`src/rtl/assert_macros.svh`:
```
// ---------------------------------------------------------------------------
// assert_macros.svh
// Shared assertion macros. Every assertion is clocked on clk and is
// disabled while rst is high.
// ---------------------------------------------------------------------------
`ifndef ASSERT_MACROS_SVH
`define ASSERT_MACROS_SVH

// The condition holds at every clock edge.
`define ASSERT_ALWAYS(lbl, cond, msg) \
  lbl: assert property (@(posedge clk) disable iff (rst) (cond)) else $error(msg);

// The consequent holds in the same cycle as the antecedent.
`define ASSERT_IMPLY(lbl, ante, cons, msg) \
  lbl: assert property (@(posedge clk) disable iff (rst) (ante) |-> (cons)) else $error(msg);

// The consequent holds in the cycle after the antecedent.
`define ASSERT_NEXT(lbl, ante, cons, msg) \
  lbl: assert property (@(posedge clk) disable iff (rst) (ante) |=> (cons)) else $error(msg);

`endif

```
`src/rtl/krmx_pkg.sv`:
```
// ---------------------------------------------------------------------------
// krmx_pkg
// Types, codes and helper functions shared by the k-unit mutex node and its deferral queue.
// ---------------------------------------------------------------------------
package krmx_pkg;

  localparam int MAX_NODES_DEF   = 16;
  localparam int DEFER_DEPTH_DEF = 16;

  // Node phase codes.
  localparam logic [1:0] PH_IDLE      = 2'd0;
  localparam logic [1:0] PH_COMPETING = 2'd1;
  localparam logic [1:0] PH_ACQUIRED  = 2'd2;

  // Input function codes.
  localparam logic [1:0] FUNC_ACQUIRE = 2'd0;
  localparam logic [1:0] FUNC_RELEASE = 2'd1;
  localparam logic [1:0] FUNC_MESSAGE = 2'd2;

  // Message kinds.
  localparam logic MSG_REQUEST = 1'b0;
  localparam logic MSG_AGREE   = 1'b1;

  // Configuration register indexes.
  localparam logic [1:0] CFG_OWN_ID = 2'd0;
  localparam logic [1:0] CFG_UNITS  = 2'd1;
  localparam logic [1:0] CFG_MASK   = 2'd2;
  localparam logic [1:0] CFG_KIND   = 2'd3;

  // Control from the sequencer to the deferral queue.
  typedef struct packed {
    logic push;
    logic rd_en;
    logic clear;
  } krmx_qctl_t;

  function automatic logic [2:0] pop4(input logic [3:0] v);
    logic [2:0] c;
    case (v)
      4'h0:                         c = 3'd0;
      4'h1, 4'h2, 4'h4, 4'h8:       c = 3'd1;
      4'h7, 4'hB, 4'hD, 4'hE:       c = 3'd3;
      4'hF:                         c = 3'd4;
      default:                      c = 3'd2;
    endcase
    return c;
  endfunction

  function automatic logic [4:0] popcount16(input logic [15:0] v);
    return 5'(pop4(v[3:0])) + 5'(pop4(v[7:4])) + 5'(pop4(v[11:8])) + 5'(pop4(v[15:12]));
  endfunction

  // Index of the lowest set bit, zero for an empty mask.
  function automatic logic [3:0] lowest_bit(input logic [15:0] m);
    logic [3:0] idx;
    idx = '0;
    for (int i = 15; i >= 0; i--) begin
      if (m[i]) idx = 4'(i);
    end
    return idx;
  endfunction

endpackage

```
`src/rtl/krmx_defer_queue.sv`:
```
// ---------------------------------------------------------------------------
// krmx_defer_queue
// Deferred request store: a single-port write, registered-read memory of
// sender and request number, filled in arrival order and cleared as a whole.
// ---------------------------------------------------------------------------
module krmx_defer_queue #(
  parameter int DEFER_DEPTH = krmx_pkg::DEFER_DEPTH_DEF,
  parameter int CAP         = (DEFER_DEPTH < 16) ? DEFER_DEPTH : 16,
  parameter int CW          = $clog2(CAP + 1),
  parameter int AW          = (CAP > 1) ? $clog2(CAP) : 1
) (
  input  logic                clk,
  input  logic                rst,
  input  krmx_pkg::krmx_qctl_t ctl,
  input  logic [3:0]          wr_sender,
  input  logic [31:0]         wr_sig,
  input  logic [AW-1:0]       rd_idx,
  output logic [CW-1:0]       count,
  output logic                full,
  output logic [3:0]          rd_sender,
  output logic [31:0]         rd_sig
);
  import krmx_pkg::*;

  // Entries beyond the fill count are never read, so the memory has no reset.
  logic [35:0] mem [CAP];
  logic [35:0] rd_q;

  assign full = (count == CW'(CAP));

  always_ff @(posedge clk) begin
    if (rst) begin
      count <= '0;
    end else if (ctl.clear) begin
      count <= '0;
    end else if (ctl.push && !full) begin
      count <= count + CW'(1);
    end
  end

  always_ff @(posedge clk) begin
    if (ctl.push && !full) begin
      mem[count[AW-1:0]] <= {wr_sender, wr_sig};
    end
  end

  always_ff @(posedge clk) begin
    if (ctl.rd_en) begin
      rd_q <= mem[rd_idx];
    end
  end

  assign rd_sender = rd_q[35:32];
  assign rd_sig    = rd_q[31:0];

  `include "assert_macros.svh"

  `ASSERT_ALWAYS(a_count_bound, count <= CW'(CAP), "deferral count beyond capacity")
  `ASSERT_NEXT(a_full_hold, ctl.push && full && !ctl.clear, $stable(count), "push into full queue changed count")
  `ASSERT_NEXT(a_clear_empty, ctl.clear, count == '0, "clear left entries in the queue")

endmodule

```
`src/rtl/k_resource_mutex_node.sv`:
```
// ---------------------------------------------------------------------------
// k_resource_mutex_node
// One node of a k-unit mutual exclusion in the Ricart-Agrawala style.
// ---------------------------------------------------------------------------
// The node takes one request at a time. A received message, or an unused
// function code, is latched on acceptance and its single result is
// registered from the execute state once the output is free. An acquire
// sends one Request to each peer through the single output register, the
// Requests leaving one per cycle while the output is not stalled. A release
// sends each deferred request an Agree: each entry is read from the deferral
// memory, whose read data is registered, before it is sent. A stalled output
// holds back each result. Configuration writes are taken in every cycle; the
// node needs no clearing pass after reset.
module k_resource_mutex_node #(
  parameter int MAX_NODES   = krmx_pkg::MAX_NODES_DEF,
  parameter int DEFER_DEPTH = krmx_pkg::DEFER_DEPTH_DEF
) (
  input  logic        clk,
  input  logic        rst,
  // configuration
  input  logic        cfg_valid,
  output logic        cfg_ready,
  input  logic [1:0]  cfg_index,
  input  logic [15:0] cfg_data,
  // input requests
  input  logic        in_valid,
  output logic        in_ready,
  input  logic [1:0]  func,
  input  logic        msg_type,
  input  logic [3:0]  msg_sender,
  input  logic [31:0] msg_signature,
  input  logic [31:0] msg_clock,
  input  logic [31:0] lamport_now,
  // results
  output logic        out_valid,
  input  logic        out_ready,
  output logic        send_valid,
  output logic        send_type,
  output logic [3:0]  destination,
  output logic [31:0] out_signature,
  output logic [31:0] out_priority,
  output logic [7:0]  out_kind,
  output logic [1:0]  node_state,
  output logic        acquired_now,
  output logic        defer_overflow,
  output logic        last
);
  import krmx_pkg::*;

  localparam int NODE_LIM = (MAX_NODES < 16) ? MAX_NODES : 16;
  localparam logic [15:0] LIM_MASK =
    (NODE_LIM >= 16) ? 16'hFFFF : 16'((32'd1 << NODE_LIM) - 32'd1);
  localparam int CAP = (DEFER_DEPTH < 16) ? DEFER_DEPTH : 16;
  localparam int CW  = $clog2(CAP + 1);
  localparam int AW  = (CAP > 1) ? $clog2(CAP) : 1;

  localparam logic [2:0] ST_IDLE = 3'd0;
  localparam logic [2:0] ST_EXEC = 3'd1;
  localparam logic [2:0] ST_FAN  = 3'd2;
  localparam logic [2:0] ST_RD   = 3'd3;
  localparam logic [2:0] ST_DRN  = 3'd4;

  // Configuration registers.
  logic [3:0]  own_id;
  logic [3:0]  units;
  logic [15:0] mask;
  logic [7:0]  kind;
  logic [15:0] peers;
  logic [4:0]  peer_cnt;

  // Node state.
  logic [2:0]  st, st_next;
  logic [1:0]  phase, phase_next;
  logic [4:0]  permit, permit_next;
  logic [31:0] serial, serial_next;
  logic [31:0] own_prio, prio_next;
  logic [15:0] fan_mask, fan_next;
  logic [CW-1:0] rd_idx, rd_idx_next;
  logic        acq_flag, acq_next;
  logic        ovf_flag, ovf_next;

  // Latched request.
  logic [1:0]  it_func;
  logic        it_type;
  logic [3:0]  it_sender;
  logic [31:0] it_sig;
  logic [31:0] it_clock;
  logic [31:0] it_now;

  // Step decision.
  logic [1:0]  ex_phase;
  logic [4:0]  ex_permit;
  logic [4:0]  permit_inc;
  logic        ex_acq, ex_ovf, ex_push, ex_agree, later;

  // Result load.
  logic        out_free, ld, ld_send, ld_type, ld_acq, ld_ovf, ld_last;
  logic [3:0]  ld_dest;
  logic [31:0] ld_sig, ld_prio;
  logic [1:0]  ld_state;
  logic [3:0]  fan_first;
  logic [15:0] fan_rest;

  // Queue interface.
  krmx_qctl_t  qctl;
  logic [CW-1:0] q_count;
  logic        q_full;
  logic [3:0]  q_sender;
  logic [31:0] q_sig;

  assign cfg_ready = 1'b1;
  assign in_ready  = (st == ST_IDLE);
  assign out_free  = !out_valid || out_ready;

  always_ff @(posedge clk) begin
    if (rst) begin
      own_id <= '0;
      units  <= 4'd1;
      mask   <= '0;
      kind   <= '0;
    end else if (cfg_valid) begin
      case (cfg_index)
        CFG_OWN_ID: own_id <= cfg_data[3:0];
        CFG_UNITS:  units  <= cfg_data[3:0];
        CFG_MASK:   mask   <= cfg_data;
        CFG_KIND:   kind   <= cfg_data[7:0];
        default: ;
      endcase
    end
  end

  assign peers = mask & ~(16'd1 << own_id) & LIM_MASK;

  // The peer count is registered; the user, unchecked by the node, lets configuration settle before any request runs.
  always_ff @(posedge clk) begin
    peer_cnt <= popcount16(peers);
  end

  always_ff @(posedge clk) begin
    if (in_valid && in_ready) begin
      it_func   <= func;
      it_type   <= msg_type;
      it_sender <= msg_sender;
      it_sig    <= msg_signature;
      it_clock  <= msg_clock;
      it_now    <= lamport_now;
    end
  end

  // What one request does to the node, before any fan-out.
  always_comb begin
    ex_phase   = phase;
    ex_permit  = permit;
    ex_acq     = 1'b0;
    ex_ovf     = 1'b0;
    ex_push    = 1'b0;
    ex_agree   = 1'b0;
    permit_inc = (permit == 5'd31) ? permit : permit + 5'd1;
    // A newer request, or an equal one from a higher id, waits for our release.
    later = (it_clock > own_prio) || ((it_clock == own_prio) && (it_sender > own_id));
    case (it_func)
      FUNC_ACQUIRE: begin
        ex_permit = '0;
        ex_acq    = ({1'b0, units} > peer_cnt);
        ex_phase  = ex_acq ? PH_ACQUIRED : PH_COMPETING;
      end
      FUNC_RELEASE: begin
        ex_phase = PH_IDLE;
      end
      FUNC_MESSAGE: begin
        case (phase)
          PH_IDLE: begin
            ex_agree = (it_type == MSG_REQUEST);
          end
          PH_COMPETING: begin
            if (it_type == MSG_REQUEST) begin
              if (later) begin
                ex_push = !q_full;
                ex_ovf  = q_full;
              end else begin
                ex_agree = 1'b1;
              end
            end else if (it_sig == serial) begin
              ex_permit = permit_inc;
              if (6'(permit_inc) + 6'(units) > 6'(peer_cnt)) begin
                ex_phase = PH_ACQUIRED;
                ex_acq   = 1'b1;
              end
            end
          end
          PH_ACQUIRED: begin
            if (it_type == MSG_REQUEST) begin
              ex_push = !q_full;
              ex_ovf  = q_full;
            end
          end
          default: ;
        endcase
      end
      default: ;
    endcase
  end

  assign fan_first = lowest_bit(fan_mask);
  assign fan_rest  = fan_mask & (fan_mask - 16'd1);

  always_comb begin
    st_next     = st;
    phase_next  = phase;
    permit_next = permit;
    serial_next = serial;
    prio_next   = own_prio;
    fan_next    = fan_mask;
    rd_idx_next = rd_idx;
    acq_next    = acq_flag;
    ovf_next    = ovf_flag;
    qctl        = '0;
    ld          = 1'b0;
    ld_send     = 1'b0;
    ld_type     = MSG_REQUEST;
    ld_dest     = '0;
    ld_sig      = '0;
    ld_prio     = '0;
    ld_state    = phase;
    ld_acq      = acq_flag;
    ld_ovf      = ovf_flag;
    ld_last     = 1'b1;
    case (st)
      ST_IDLE: begin
        if (in_valid) st_next = ST_EXEC;
      end
      ST_EXEC: begin
        if (out_free) begin
          ld          = 1'b1;
          ld_state    = ex_phase;
          ld_acq      = ex_acq;
          ld_ovf      = ex_ovf;
          phase_next  = ex_phase;
          permit_next = ex_permit;
          acq_next    = ex_acq;
          ovf_next    = ex_ovf;
          qctl.push   = ex_push;
          st_next     = ST_IDLE;
          if (ex_agree) begin
            ld_send = 1'b1;
            ld_type = MSG_AGREE;
            ld_dest = it_sender;
            ld_sig  = it_sig;
          end
          if (it_func == FUNC_ACQUIRE) begin
            serial_next = serial + 32'd1;
            prio_next   = it_now;
            if (peers != '0) begin
              ld       = 1'b0;
              fan_next = peers;
              st_next  = ST_FAN;
            end
          end
          if (it_func == FUNC_RELEASE && q_count != '0) begin
            ld          = 1'b0;
            rd_idx_next = '0;
            st_next     = ST_RD;
          end
        end
      end
      ST_FAN: begin
        if (out_free) begin
          ld       = 1'b1;
          ld_send  = 1'b1;
          ld_type  = MSG_REQUEST;
          ld_dest  = fan_first;
          ld_sig   = serial;
          ld_prio  = own_prio;
          ld_last  = (fan_rest == '0);
          fan_next = fan_rest;
          if (fan_rest == '0) st_next = ST_IDLE;
        end
      end
      ST_RD: begin
        qctl.rd_en = 1'b1;
        st_next    = ST_DRN;
      end
      ST_DRN: begin
        if (out_free) begin
          ld      = 1'b1;
          ld_send = 1'b1;
          ld_type = MSG_AGREE;
          ld_dest = q_sender;
          ld_sig  = q_sig;
          ld_last = (rd_idx + CW'(1) == q_count);
          if (ld_last) begin
            qctl.clear = 1'b1;
            st_next    = ST_IDLE;
          end else begin
            rd_idx_next = rd_idx + CW'(1);
            st_next     = ST_RD;
          end
        end
      end
      default: st_next = ST_IDLE;
    endcase
  end

  always_ff @(posedge clk) begin
    if (rst) begin
      st       <= ST_IDLE;
      phase    <= PH_IDLE;
      permit   <= '0;
      serial   <= '0;
      own_prio <= '0;
      fan_mask <= '0;
      rd_idx   <= '0;
      acq_flag <= 1'b0;
      ovf_flag <= 1'b0;
    end else begin
      st       <= st_next;
      phase    <= phase_next;
      permit   <= permit_next;
      serial   <= serial_next;
      own_prio <= prio_next;
      fan_mask <= fan_next;
      rd_idx   <= rd_idx_next;
      acq_flag <= acq_next;
      ovf_flag <= ovf_next;
    end
  end

  always_ff @(posedge clk) begin
    if (rst) begin
      out_valid <= 1'b0;
    end else if (ld) begin
      out_valid <= 1'b1;
    end else if (out_ready) begin
      out_valid <= 1'b0;
    end
  end

  always_ff @(posedge clk) begin
    if (ld) begin
      send_valid     <= ld_send;
      send_type      <= ld_type;
      destination    <= ld_dest;
      out_signature  <= ld_sig;
      out_priority   <= ld_prio;
      out_kind       <= ld_send ? kind : 8'd0;
      node_state     <= ld_state;
      acquired_now   <= ld_acq;
      defer_overflow <= ld_ovf;
      last           <= ld_last;
    end
  end

  krmx_defer_queue #(
    .DEFER_DEPTH(DEFER_DEPTH)
  ) u_queue (
    .clk       (clk),
    .rst       (rst),
    .ctl       (qctl),
    .wr_sender (it_sender),
    .wr_sig    (it_sig),
    .rd_idx    (rd_idx[AW-1:0]),
    .count     (q_count),
    .full      (q_full),
    .rd_sender (q_sender),
    .rd_sig    (q_sig)
  );

  `include "assert_macros.svh"

  `ASSERT_IMPLY(a_acq_state, out_valid && acquired_now, node_state == PH_ACQUIRED, "acquired_now without acquired state")
  `ASSERT_IMPLY(a_ovf_empty, out_valid && defer_overflow, !send_valid && last, "dropped request produced a message")
  `ASSERT_IMPLY(a_req_phase, out_valid && send_valid && send_type == MSG_REQUEST, node_state != PH_IDLE, "Request sent while idle")

endmodule
```
`config.mk`:
```
export PLATFORM = sky130hd
export DESIGN_NAME = k_resource_mutex_node
export DESIGN_NICKNAME = d
export VERILOG_FILES = /design/src/rtl/krmx_pkg.sv /design/src/rtl/krmx_defer_queue.sv /design/src/rtl/k_resource_mutex_node.sv
export VERILOG_INCLUDE_DIRS = /design/src /design/src/rtl
export SDC_FILE = /design/constraint.sdc
export NUM_CORES = 1
export LEC_CHECK = 0
export BUFFER_PORTS_ARGS = -buffer_cell sky130_fd_sc_hd__buf_2
export CAP_MARGIN = 0
export CORE_MARGIN = 1
export CORE_UTILIZATION = 45
export CTS_CLUSTER_DIAMETER = 50
export DETAILED_ROUTE_END_ITERATION = 12
export GPL_TIMING_DRIVEN = 1
export PLACE_DENSITY = 0.61
export SYNTH_ARGS = -nofsm -noshare
export SYNTH_HDL_FRONTEND = slang
export SYNTH_SLANG_ARGS = --single-unit
```
`constraint.sdc`:
```
create_clock -name clk -period 20.2 [get_ports clk]
set_input_delay 1.01 -clock clk [delete_from_list [all_inputs] [get_ports clk]]
set_output_delay 1.01 -clock clk [all_outputs]
set_load 0.03 [all_outputs]
```
Word-level counts from Yosys, hierarchy flattened
Memory sizes are Yosys's and may differ from the RTL's. A register that Yosys moved wholly into a read port is not among the register bits.
Index checks and enable logic that the tools add are counted.
{"block": "totals", "rom_bits": 192, "out_inout_bits": 86, "latch_bits": 0, "ram_bits": 576, "n_memories": 5, "ff_bits": 326}
{"memory": "u_queue.mem", "words": 16, "word_bits": 36, "rd": 1, "rd_clocked_by_memory_dff": 1, "write_ports": 1, "line_no": "krmx_defer_queue.sv:26", "rtl": "logic [35:0] mem [CAP];"}
{"memory": "(no name shown)", "words": 16, "word_bits": 3, "rd": 1, "rd_clocked_by_memory_dff": 0, "write_ports": 0, "line_no": "krmx_pkg.sv:39", "rtl": "case (v)"}
{"memory": "(no name shown)", "words": 16, "word_bits": 3, "rd": 1, "rd_clocked_by_memory_dff": 0, "write_ports": 0, "line_no": "krmx_pkg.sv:39"}
{"memory": "(no name shown)", "words": 16, "word_bits": 3, "rd": 1, "rd_clocked_by_memory_dff": 0, "write_ports": 0, "line_no": "krmx_pkg.sv:39"}
{"memory": "(no name shown)", "words": 16, "word_bits": 3, "rd": 1, "rd_clocked_by_memory_dff": 0, "write_ports": 0, "line_no": "krmx_pkg.sv:39"}
{"block": "classes", "shift": 1, "n_eq_ne": 28, "bitwise": 4, "reduce_logical": 31, "n_addsub": 9, "multipliers": 0, "magnitude_cmp": 4, "mux": 105, "div_mod_pow": 0}
{"operator": "32-bit two-way mux", "n": 4}
{"operator": "32-bit one-hot mux with 3 select lines", "n": 1}
{"operator": "4-bit two-way mux", "n": 20}
{"operator": "32-bit equality test", "n": 2}
{"operator": "16-bit two-way mux", "n": 4}
{"operator": "5-bit two-way mux", "n": 8}
{"operator": "1-bit two-way mux", "n": 38}
{"operator": "32-bit by 1-bit adder with 32-bit output, second input constant", "n": 1}
{"operator": "16-bit AND", "n": 2}
{"operator": "32-bit > comparator", "n": 1}
{"operator": "16-bit one-hot mux with 2 select lines", "n": 1}
{"operator": "2-bit != test, second input constant", "n": 11}
{"operator": "2-bit two-way mux", "n": 10}
{"operator": "5-bit one-hot mux with 2 select lines", "n": 2}
{"operator": "3-bit two-way mux", "n": 6}
{"operator": "16-bit logical NOT", "n": 1}
{"operator": "16-bit inverter", "n": 1}
{"operator": "1-bit one-hot mux with 2 select lines", "n": 8}
{"operator": "16-bit nonzero test", "n": 1}
{"operator": "1-bit by 4-bit left shift with 16-bit output, first input constant", "n": 1}
{"operator": "16-bit by 1-bit subtractor with 16-bit output, second input constant", "n": 1}
{"operator": "5-bit by 1-bit adder with 5-bit output, second input constant", "n": 3}
{"operator": "3-bit one-hot mux with 5 select lines", "n": 1}
{"operator": "5-bit AND reduction", "n": 3}
{"operator": "29 further kinds", "n": 51}

Longest topological paths before layout
Gate-level depths: netlist of run 1.
{"block": "logic_depth", "depth_word": 18, "depth_mapped": 16}

Cells and area by module
From an unflattened synthesis of run 1, not the netlist that was laid out.
{"block": "unflattened", "cells_unflattened": 2432, "area_unflattened_um2": 37902.6}
{"module": "krmx_defer_queue", "n_inst": 1, "cells_each": 971, "area_per_inst_um2": 22950.8, "seq_area_each_um2": 18477.7}
{"module": "k_resource_mutex_node", "n_inst": 1, "cells_each": 1461, "area_per_inst_um2": 14951.8, "seq_area_each_um2": 8287.9}

Worst setup path before layout of run 1
No wires, ideal clock.
{"block": "synth_path", "kind": "reg-to-reg", "startpoint": "reg it_clock[26]", "endpoint": "mem u_queue.mem[10][0], enable pin", "n_path_buf": 1, "path_slack_ps": 13781, "path_stages_with_launch": 10, "t_arrival_ps": 5900, "required_ps": 19681, "path_cell_list": "edfxtp_1 ha_1 nand4_1 or4_1 or3_1 o2111ai_1 o21ai_1 and2_1 clkbuf_1 nor4_1"}
{"block": "synth_between", "elab_chain_cells": 12, "word_cells_on_any_way": 13, "classes_between": "1 x order compare; 1 x eq/ne; 8 x mux; 3 x reduce/logical"}
{"element": "start, declared", "line_no": "k_resource_mutex_node.sv:87", "rtl": "logic [31:0] it_clock;"}
{"element": "start signal, assigned", "line_no": "k_resource_mutex_node.sv:145", "rtl": "it_clock <= msg_clock;"}
{"element": "parallel branches: the longest is 2 deep, another holds 32-bit > comparator"}
{"element": "1-bit logical OR *", "line_no": "k_resource_mutex_node.sv:160", "rtl": "later = (it_clock > own_prio) || ((it_clock == own_prio) && (it_sender > own_id));"}
{"element": "1-bit two-way mux *", "line_no": "k_resource_mutex_node.sv:177", "rtl": "if (later) begin"}
{"element": "1-bit two-way mux *", "line_no": "k_resource_mutex_node.sv:176", "rtl": "if (it_type == MSG_REQUEST) begin"}
{"element": "1-bit one-hot mux with 2 select lines *", "line_no": "k_resource_mutex_node.sv:171", "rtl": "case (phase)"}
{"element": "1-bit two-way mux *", "line_no": "k_resource_mutex_node.sv:161", "rtl": "case (it_func)"}
{"element": "1-bit two-way mux *", "line_no": "k_resource_mutex_node.sv:233", "rtl": "if (out_free) begin"}
{"element": "1-bit two-way mux *", "line_no": "k_resource_mutex_node.sv:228", "rtl": "case (st)"}
{"element": "1-bit logical AND *", "line_no": "krmx_defer_queue.sv:42", "rtl": "if (ctl.push && !full) begin"}
{"element": "1-bit two-way mux *", "line_no": "krmx_defer_queue.sv:42"}
{"element": "1-bit two-way mux (not written as such) *", "line_no": "krmx_defer_queue.sv:43", "rtl": "mem[count[AW-1:0]] <= {wr_sender, wr_sig};"}
{"element": "end, declared", "line_no": "krmx_defer_queue.sv:26"}
Every way passes the cells marked *.

Worst setup path after layout of run 1
{"block": "layout_path", "startpoint": "reg own_prio[30]", "endpoint": "mem u_queue.mem[2][17], enable pin"}
{"block": "layout_between", "elab_chain_cells": 12, "word_cells_on_any_way": 13, "classes_between": "1 x order compare; 1 x eq/ne; 8 x mux; 3 x reduce/logical"}
{"element": "start, declared", "line_no": "k_resource_mutex_node.sv:76", "rtl": "logic [31:0] own_prio, prio_next;"}
{"element": "start signal, assigned", "line_no": "k_resource_mutex_node.sv:320", "rtl": "own_prio <= prio_next;"}
{"element": "parallel branches: the longest is 2 deep, another holds 32-bit > comparator"}
{"element": "1-bit logical OR *", "line_no": "k_resource_mutex_node.sv:160"}
{"element": "1-bit two-way mux *", "line_no": "k_resource_mutex_node.sv:177"}
{"element": "1-bit two-way mux *", "line_no": "k_resource_mutex_node.sv:176"}
{"element": "1-bit one-hot mux with 2 select lines *", "line_no": "k_resource_mutex_node.sv:171"}
{"element": "1-bit two-way mux *", "line_no": "k_resource_mutex_node.sv:161"}
{"element": "1-bit two-way mux *", "line_no": "k_resource_mutex_node.sv:233"}
{"element": "1-bit two-way mux *", "line_no": "k_resource_mutex_node.sv:228"}
{"element": "1-bit logical AND *", "line_no": "krmx_defer_queue.sv:42"}
{"element": "1-bit two-way mux *", "line_no": "krmx_defer_queue.sv:42"}
{"element": "1-bit two-way mux (not written as such) *", "line_no": "krmx_defer_queue.sv:43"}
Marked as above.

==> impl_metrics.yaml, run 1 <==
outcome:
  status: "completed"
logic_synthesis:
  synth.area.mux_share_pct: 11.3
  async_reset_ff_share_pct: 0
  synthCells: 2308
  synthTopCellsByCount: "798 x edfxtp_1, 180 x mux4_2, 179 x nand2_1"
  synth_top_area_share_pct: 63.1
  synthSimpleGateAreaFrac_pct: 5.98
  ys_seq_elements: 938
  synthXorXnorAreaFrac_pct: 1.81
  synth_largest_area_cell: "edfxtp_1"
  synth_edf_count: 798
  synth_warnings: 0
  syn_area_per_cell_um2: 16.5
  synth-compound-area-share_pct: 5.63
  synth-adder-area-share_pct: 2.92
  synth_top_family_by_area: "multiplexers"
  synth_area_leaders: "edfxtp_1 63%, mux4_2 11%, dfxtp_1 7.4%"
  syn_nets: 2516
  ys_seq_area_share_pct: 70.4
  synth_most_common_cell: "edfxtp_1"
  synth.cell_area_mm2: 0.0380
  synth_cell_types: 76
  ys.flop_type: "edfxtp_1"
sta:
  setup_viol: 0
  tns_ns: 0
  slew_viol_final: 0
  tightest_slew_ns: 1.19
  hold_violations: 0
  skew_ns: 0.0218
  fin_hold_ws_ns: 0.454
  min_period_ns: 4.18
  rsz0062_at_grt: "false"
  max_slew_margin_pct: 20.4
  fin_crit_sh_pct: 20.7
  max_freq_ghz: 0.239
cts:
  cts_buffer_depth: 3
  cts_sinks: 938
  h-tree-depth: 3
  clk_pin_slew_worst_paths_ns: 0.06
  post_cts_buffers: 0
  cts_inserted_buffers: 109
  cts_tree: "done"
  cts_hold_buf: 0
  root_buffer: "clkbuf_16"
  post_cts_resized: 0
  clk_latency_ns: 0.67
final_layout:
  synthToLayoutAreaGrowth_pct: 15.5
  ff_latch_area_mm2: 0.0268
  final_nets: 2763
  layout-drive-gt1-share_pct: 24.1
  fillers: 6746
  multiInputGateArea_mm2: 0.0106
power:
  p_sw_share_pct: 22.4
  seq_power_share_pct: 51.5
  power.internal_mw: 3.30
  switchingPower_uw: 956
  total_power_mw: 4.26
  leakage_nw: 14.8
  peakVddDrop_mv: 0.0685
  clockPowerShare_pct: 44.2
  combPwrFrac_pct: 4.3
  power_density_mw_per_mm2: 97.1
global_route:
  grt_max_degree: 76
  grt.overflow.total: 0
  grt_first_pass_wirelength_um: 133000
  antenna_found_initial: 4
  first_global_vias: 21600
  grt_usage_pct: 20.6
detailed_routing:
  drcViolationCount: 0
  drt_pass1_iterations: 7
  vias_per_cell: 5.66
  num_vias: 21100
  antenna_left: 0
  drt_iter0_drc: 1462
  wl_per_cell_um: 23.5
  routed_wl_um: 87600
place:
  io_buffers: 210
  gp_congestion: 0.834
  dp_hpwl_um: 53600
die:
  start_util_pct: 45.5
  dieHeight_um: 293
  num_rows: 106
  die_width_um: 293
  ios: 212
  core_area_mm2: 0.0836
  die_area_mm2: 0.0856
setup_path:
  rr_worst_depth: 9
  crit_cells: 9
  cp_slowest_cell: "and3_2"
  cp_top_family: "simple AND/OR/NAND/NOR gates"
  worstPathCellList: "inv_1, ha_1, nand4_1, or4_1, or3_1, o2111ai_1, o21ai_1, a21oi_1, and3_2"
  slowest_delay_ns: 1.01
  worstPathMaxFanout: 36
  critPathArrivalTime_ns: 4.45
  startpoint_type: "register"
  worstPathRequired_ns: 20.47
  critPathBufInv: 1
  end_kind: "register"
  critPathKind: "register to register"
min_path:
  hp-class: "register to register"
  worstHoldPathCells: 2
run:
  maxCapViolCount: 0
## state kept, by name, summed over array words and instances, names as in the netlist, 8 cells and up
register,count
u_queue.rd_q,36
u_queue.mem,576
fan_mask,16
out_signature,32
out_kind,8
it_clock,32
out_priority,32
kind,8
mask,16
it_now,32
it_sig,32
serial,32
own_prio,32
## kinds of logic (layout without fill, tap and decap cells)
logic type / after synthesis / after routing
AO/OA/AOI/OAI: 328 / 328
XOR/XNOR: 77 / 77
adder cells (fa/ha/maj): 85 / 85
buffers and inverters: 193 / 528
flip-flops: 938 / 938
multiplexers: 202 / 202
other: 1 / 3
AND/OR/NAND/NOR: 484 / 484
## power by group through the flow
stage | clock network, mW | registers (mW) | logic (mW)
after detailed placement | 0 | 2.23 | 0.187
after CTS | 1.92 | 2.19 | 0.187
after global placement | 0 | 2.23 | 0.182
after global routing | 2.00 | 2.20 | 0.201
final | 1.88 | 2.19 | 0.185
after floorplan | 0 | 2.25 | 0.0842
## per-layer routing
metal	wire length (um)	track usage, %	vias up
li1	-	-	9477
met3	4410	3.10	153
met4	2430	6.65	0
met1	37800	28.1	10800
met5	0	0	-
met2	43000	34.1	611
## final cells by class
class | count | share of cell area (%)
antenna | 2 | 0.0114
clock buffer | 130 | 6.51
clock inverter | 69 | 1.43
inverter | 78 | 0.667
multi-input combinational | 1177 | 24.2
sequential | 938 | 61.0
tap | 1080 | 3.08
timing repair buffer | 251 | 3.10
## worst reg2reg max path, stage by stage, from the launching register on
cell	delay, ns
dfxtp_1	0.33
inv_1	0.06
ha_1	0.29
nand4_1	0.19
or4_1	0.60
or3_1	0.38
o2111ai_1	0.16
o21ai_1	0.30
a21oi_1	0.44
and3_2	1.01
## per-stage QoR
step	area, um2	instances	setup slack, ns	util (%)
CTS	43900	3723	15.95	52.5
finish	43900	3725	16.02	52.5
detailed placement	40400	3524	15.91	48.4
floorplan	38000	2308	13.78	-
global route	43900	3725	15.76	52.5
global placement	40400	3524	16.04	48.4
## placed cells by master, fill, tap and decap left out, drive strengths merged, types with 5 or more instances in the layout
cell	Yosys	layout
edfxtp	798	798
buf	23	251
mux4	180	180
nand2	180	180
dfxtp	140	140
clkbuf	92	130
nor2	121	121
a21oi	118	118
inv	78	88
ha	75	75
o21ai	54	54
xnor2	52	52
clkinv	0	45
a21o	40	40
a22o	30	30
nand4	28	28
nand3	27	27
xor2	24	24
nor3	22	22
mux2i	21	21
o21a	19	19
or3	19	19
nor4	19	19
nand2b	13	13
and2	13	13
nor2b	9	9
and3	9	9
clkinvlp	0	8
o211ai	7	7
fa	7	7
o22ai	6	6
bufinv	0	6
and4	5	5
o31ai	5	5
## path summary, 6_finish.rpt
kind,from,slack (ns),to
min,own_prio[24]$_SDFFE_PP0P_,0.45,own_prio[24]$_SDFFE_PP0P_
min reg2reg,own_prio[24]$_SDFFE_PP0P_,0.45,own_prio[24]$_SDFFE_PP0P_
max reg2reg,own_prio[30]$_SDFFE_PP0P_,16.02,u_queue.mem[2][17]$_DFFE_PP_
max,own_prio[30]$_SDFFE_PP0P_,16.02,u_queue.mem[2][17]$_DFFE_PP_
(Power assumes the default switching activity.)
==> inputs of run 2 (changes only) <==
--- a/config.mk
+++ b/config.mk
@@ -6,6 +6,7 @@
 export SDC_FILE = /design/constraint.sdc
 export NUM_CORES = 1
 export LEC_CHECK = 0
+export ABC_AREA = 1
 export BUFFER_PORTS_ARGS = -buffer_cell sky130_fd_sc_hd__buf_2
 export CAP_MARGIN = 0
 export CORE_MARGIN = 1
@@ -13,7 +14,7 @@
 export CTS_CLUSTER_DIAMETER = 50
 export DETAILED_ROUTE_END_ITERATION = 12
 export GPL_TIMING_DRIVEN = 1
-export PLACE_DENSITY = 0.61
+export PLACE_DENSITY = 0.63
 export SYNTH_ARGS = -nofsm -noshare
 export SYNTH_HDL_FRONTEND = slang
 export SYNTH_SLANG_ARGS = --single-unit
==> constraint.sdc (replaced) <==
create_clock -name clk -period 3.65 [get_ports clk]
set_input_delay 0.1825 -clock clk [delete_from_list [all_inputs] [get_ports clk]]
set_output_delay 0.1825 -clock clk [all_outputs]
set_load 0.03 [all_outputs]
==> impl_metrics.yaml, run 2 <==
final_layout:
  largest_register_ff_count: 576
  final_util_pct: 54.8
  final_common_cell: "edfxtp_1"
  most-common-layout-cells: "798 x edfxtp_1, 462 x nor2_1, 426 x o21ai_0"
  final_cells: 4887
  final_nets: 3855
  multiInputGateArea_mm2: 0.0108
  diodes: 0
  layout-drive-gt1-share_pct: 15.8
  design_area_mm2: 0.0468
  ff_latch_area_mm2: 0.0268
  synthToLayoutAreaGrowth_pct: 20.2
  fillers: 7164
setup_path:
  critPathArrivalTime_ns: 3.72
  startpoint_type: "register"
  worstPathMaxFanout: 18
  slowest_delay_ns: 0.81
  critPathKind: "register to register"
  worstPathRequired_ns: 3.93
  crit_top_cell: "nand2_1"
  end_kind: "register"
  cp_slowest_cell: "nor2_4"
  worstPathCellList: "ha_1, nand2_1, nor2_1, nand2_1, nor2_1, nand3_1, nand2_1, nor2_1, nand2_1, nand3_1, nand2_1, nand3_1, nor2_4"
cts:
  cts_inserted_buffers: 108
  clk_pin_slew_worst_paths_ns: 0.06
  h-tree-depth: 3
  root_buffer: "clkbuf_16"
  cts_tree: "done"
  clk_latency_ns: 0.68
  cts_sinks: 938
  cts_buffer_depth: 3
global_route:
  first_global_vias: 26200
  grt_usage_pct: 24.6
  grt_max_degree: 155
  grt_first_pass_wirelength_um: 162000
  grt.overflow.total: 0
  antenna_found_initial: 1
logic_synthesis:
  async_reset_ff_share_pct: 0
  synth_edf_count: 798
  syn_area_per_cell_um2: 11.9
  synth_largest_area_cell: "edfxtp_1"
  synth_most_common_cell: "edfxtp_1"
  ys.flop_type: "edfxtp_1"
  synthCells: 3276
  synth_top_area_share_pct: 61.6
  synthTopCellsByCount: "798 x edfxtp_1, 478 x nor2_1, 427 x o21ai_0"
  synth_warnings: 0
  synth_area_leaders: "edfxtp_1 62%, dfxtp_1 7.2%, o21ai_0 5.5%"
  ys_seq_area_share_pct: 68.8
  synth_cell_types: 57
  syn_nets: 3484
  synth.cell_area_mm2: 0.0389
  ys_seq_elements: 938
sta:
  max_slew_margin_pct: 29.8
  min_period_ns: 3.44
  skew_ns: 0.0201
  rsz0062_at_grt: "false"
  hold_violations: 0
  setup_viol: 0
  fin_crit_sh_pct: 94.1
  slew_viol_final: 0
  tightest_slew_ns: 1.05
  max_freq_ghz: 0.291
power:
  p_sw_share_pct: 23.9
  power.internal_mw: 18.8
  combPwrFrac_pct: 6.8
  power_density_mw_per_mm2: 528
  switchingPower_mw: 5.90
  leakage_nw: 16.7
  clockPowerShare_pct: 44.0
  peakVddDrop_mv: 0.399
  seq_power_share_pct: 49.2
place:
  dp_hpwl_um: 69200
  placed_cell_area_mm2: 0.0418
  post-place-cells: 4555
  io_buffers: 210
  gp_congestion: 0.907
run:
  maxCapViolCount: 0
detailed_routing:
  drt_iter0_drc: 2705
  wl_per_cell_um: 22.3
  drt_pass1_iterations: 5
  routed_wl_um: 109000
  num_vias: 27100
  drcViolationCount: 0
  antenna_left: 0
  vias_per_cell: 5.55
die:
  dieHeight_um: 296
  die_area_mm2: 0.0877
  ios: 212
  core_area_mm2: 0.0854
  num_rows: 107
  start_util_pct: 45.6
  die_width_um: 296
min_path:
  hp-class: "input port to register"
outcome:
  status: "completed"
run 2: cell types whose count changed after synthesis, sizes merged, moves of 38 or more:
cell and delta:
o221ai +102, nor2 +368, inv +138, o21ai +381
nand3 +87, o22ai +38, nand2 +145, mux4 -180
clkbuf +51
run 2: final cells by class:
type,instances,share of cell area (%)
clock inverter,78,1.63
clock buffer,128,6.14
inverter,217,1.78
multi-input combinational,1947,23.1
timing repair buffer,435,7.05
tap,1144,3.06
sequential,938,57.3
run 2: critical path, delay by kind of cell (launching register included):
kind | cells | cell delay, ns
simple gates | 12 | 2.34
flops | 1 | 0.37
fa+ha+maj | 1 | 0.31
run 2: routing by layer:
layer,global-route usage [%],routed length [um],up-vias
met5,0,13,-
met4,7.72,2850,2
met3,3.96,8300,179
met2,39.4,50900,1071
met1,34.3,46900,13300
li1,-,-,12600
run 2: power groups by stage:
stage | sequential (mW) | clock, mW | combinational (mW)
after CTS | 12.2 | 11.0 | 1.69
after floorplan | 12.5 | 0 | 0.777
after detailed placement | 12.4 | 0 | 1.58
final | 12.2 | 10.9 | 1.68
after global routing | 12.2 | 11.4 | 1.87
after global placement | 12.4 | 0 | 1.56
run 2: kinds of logic (layout without fill, tap and decap cells):
logic type | count (synthesis) | after routing | share of synthesized area, %
flip-flops | 938 | 938 | 68.8
multiplexers | 1 | 1 | 0.0257
buffers and inverters | 392 | 858 | 3.95
AO/OA/AOI/OAI | 807 | 807 | 12.3
other | 1 | 1 | 0.00964
XOR/XNOR | 48 | 48 | 1.08
adder cells (fa/ha/maj) | 82 | 82 | 2.77
AND/OR/NAND/NOR | 1007 | 1008 | 11.1
run 2: through the flow:
step	total power [mW]	setup slack (ns)	setup TNS [ns]	hold slack, ns
floorplan	13.3	-0.0765	-27.33	0.281
global placement	13.9	0.111	0	0.360
detailed placement	14.0	0.101	0	0.361
CTS	24.8	0.0539	0	0.0125
global route	25.5	0.00197	0	0.105
finish	24.7	0.215	0	0.0560
run 2: final timing paths:
path	start	end	slack (ns)	depth (start not counted)
worst max register to register	it_clock[27]$_DFFE_PP_	u_queue.mem[1][1]$_DFFE_PP_	0.21	13
worst max-delay path	it_clock[27]$_DFFE_PP_	u_queue.mem[1][1]$_DFFE_PP_	0.21	13
worst min-delay path	in_valid	st[1]$_SDFFE_PP0P_	0.06	6
worst min register to register	kind[1]$_SDFFE_PP0P_	kind[1]$_SDFFE_PP0P_	0.45	2
run 2: repair_timing:
item	in CTS	in global routing
setup buffers	0	2
endpoints found under the hold margin	138	0
setup endpoints to repair	0	42
resized for setup	0	12
hold buffers	123	0
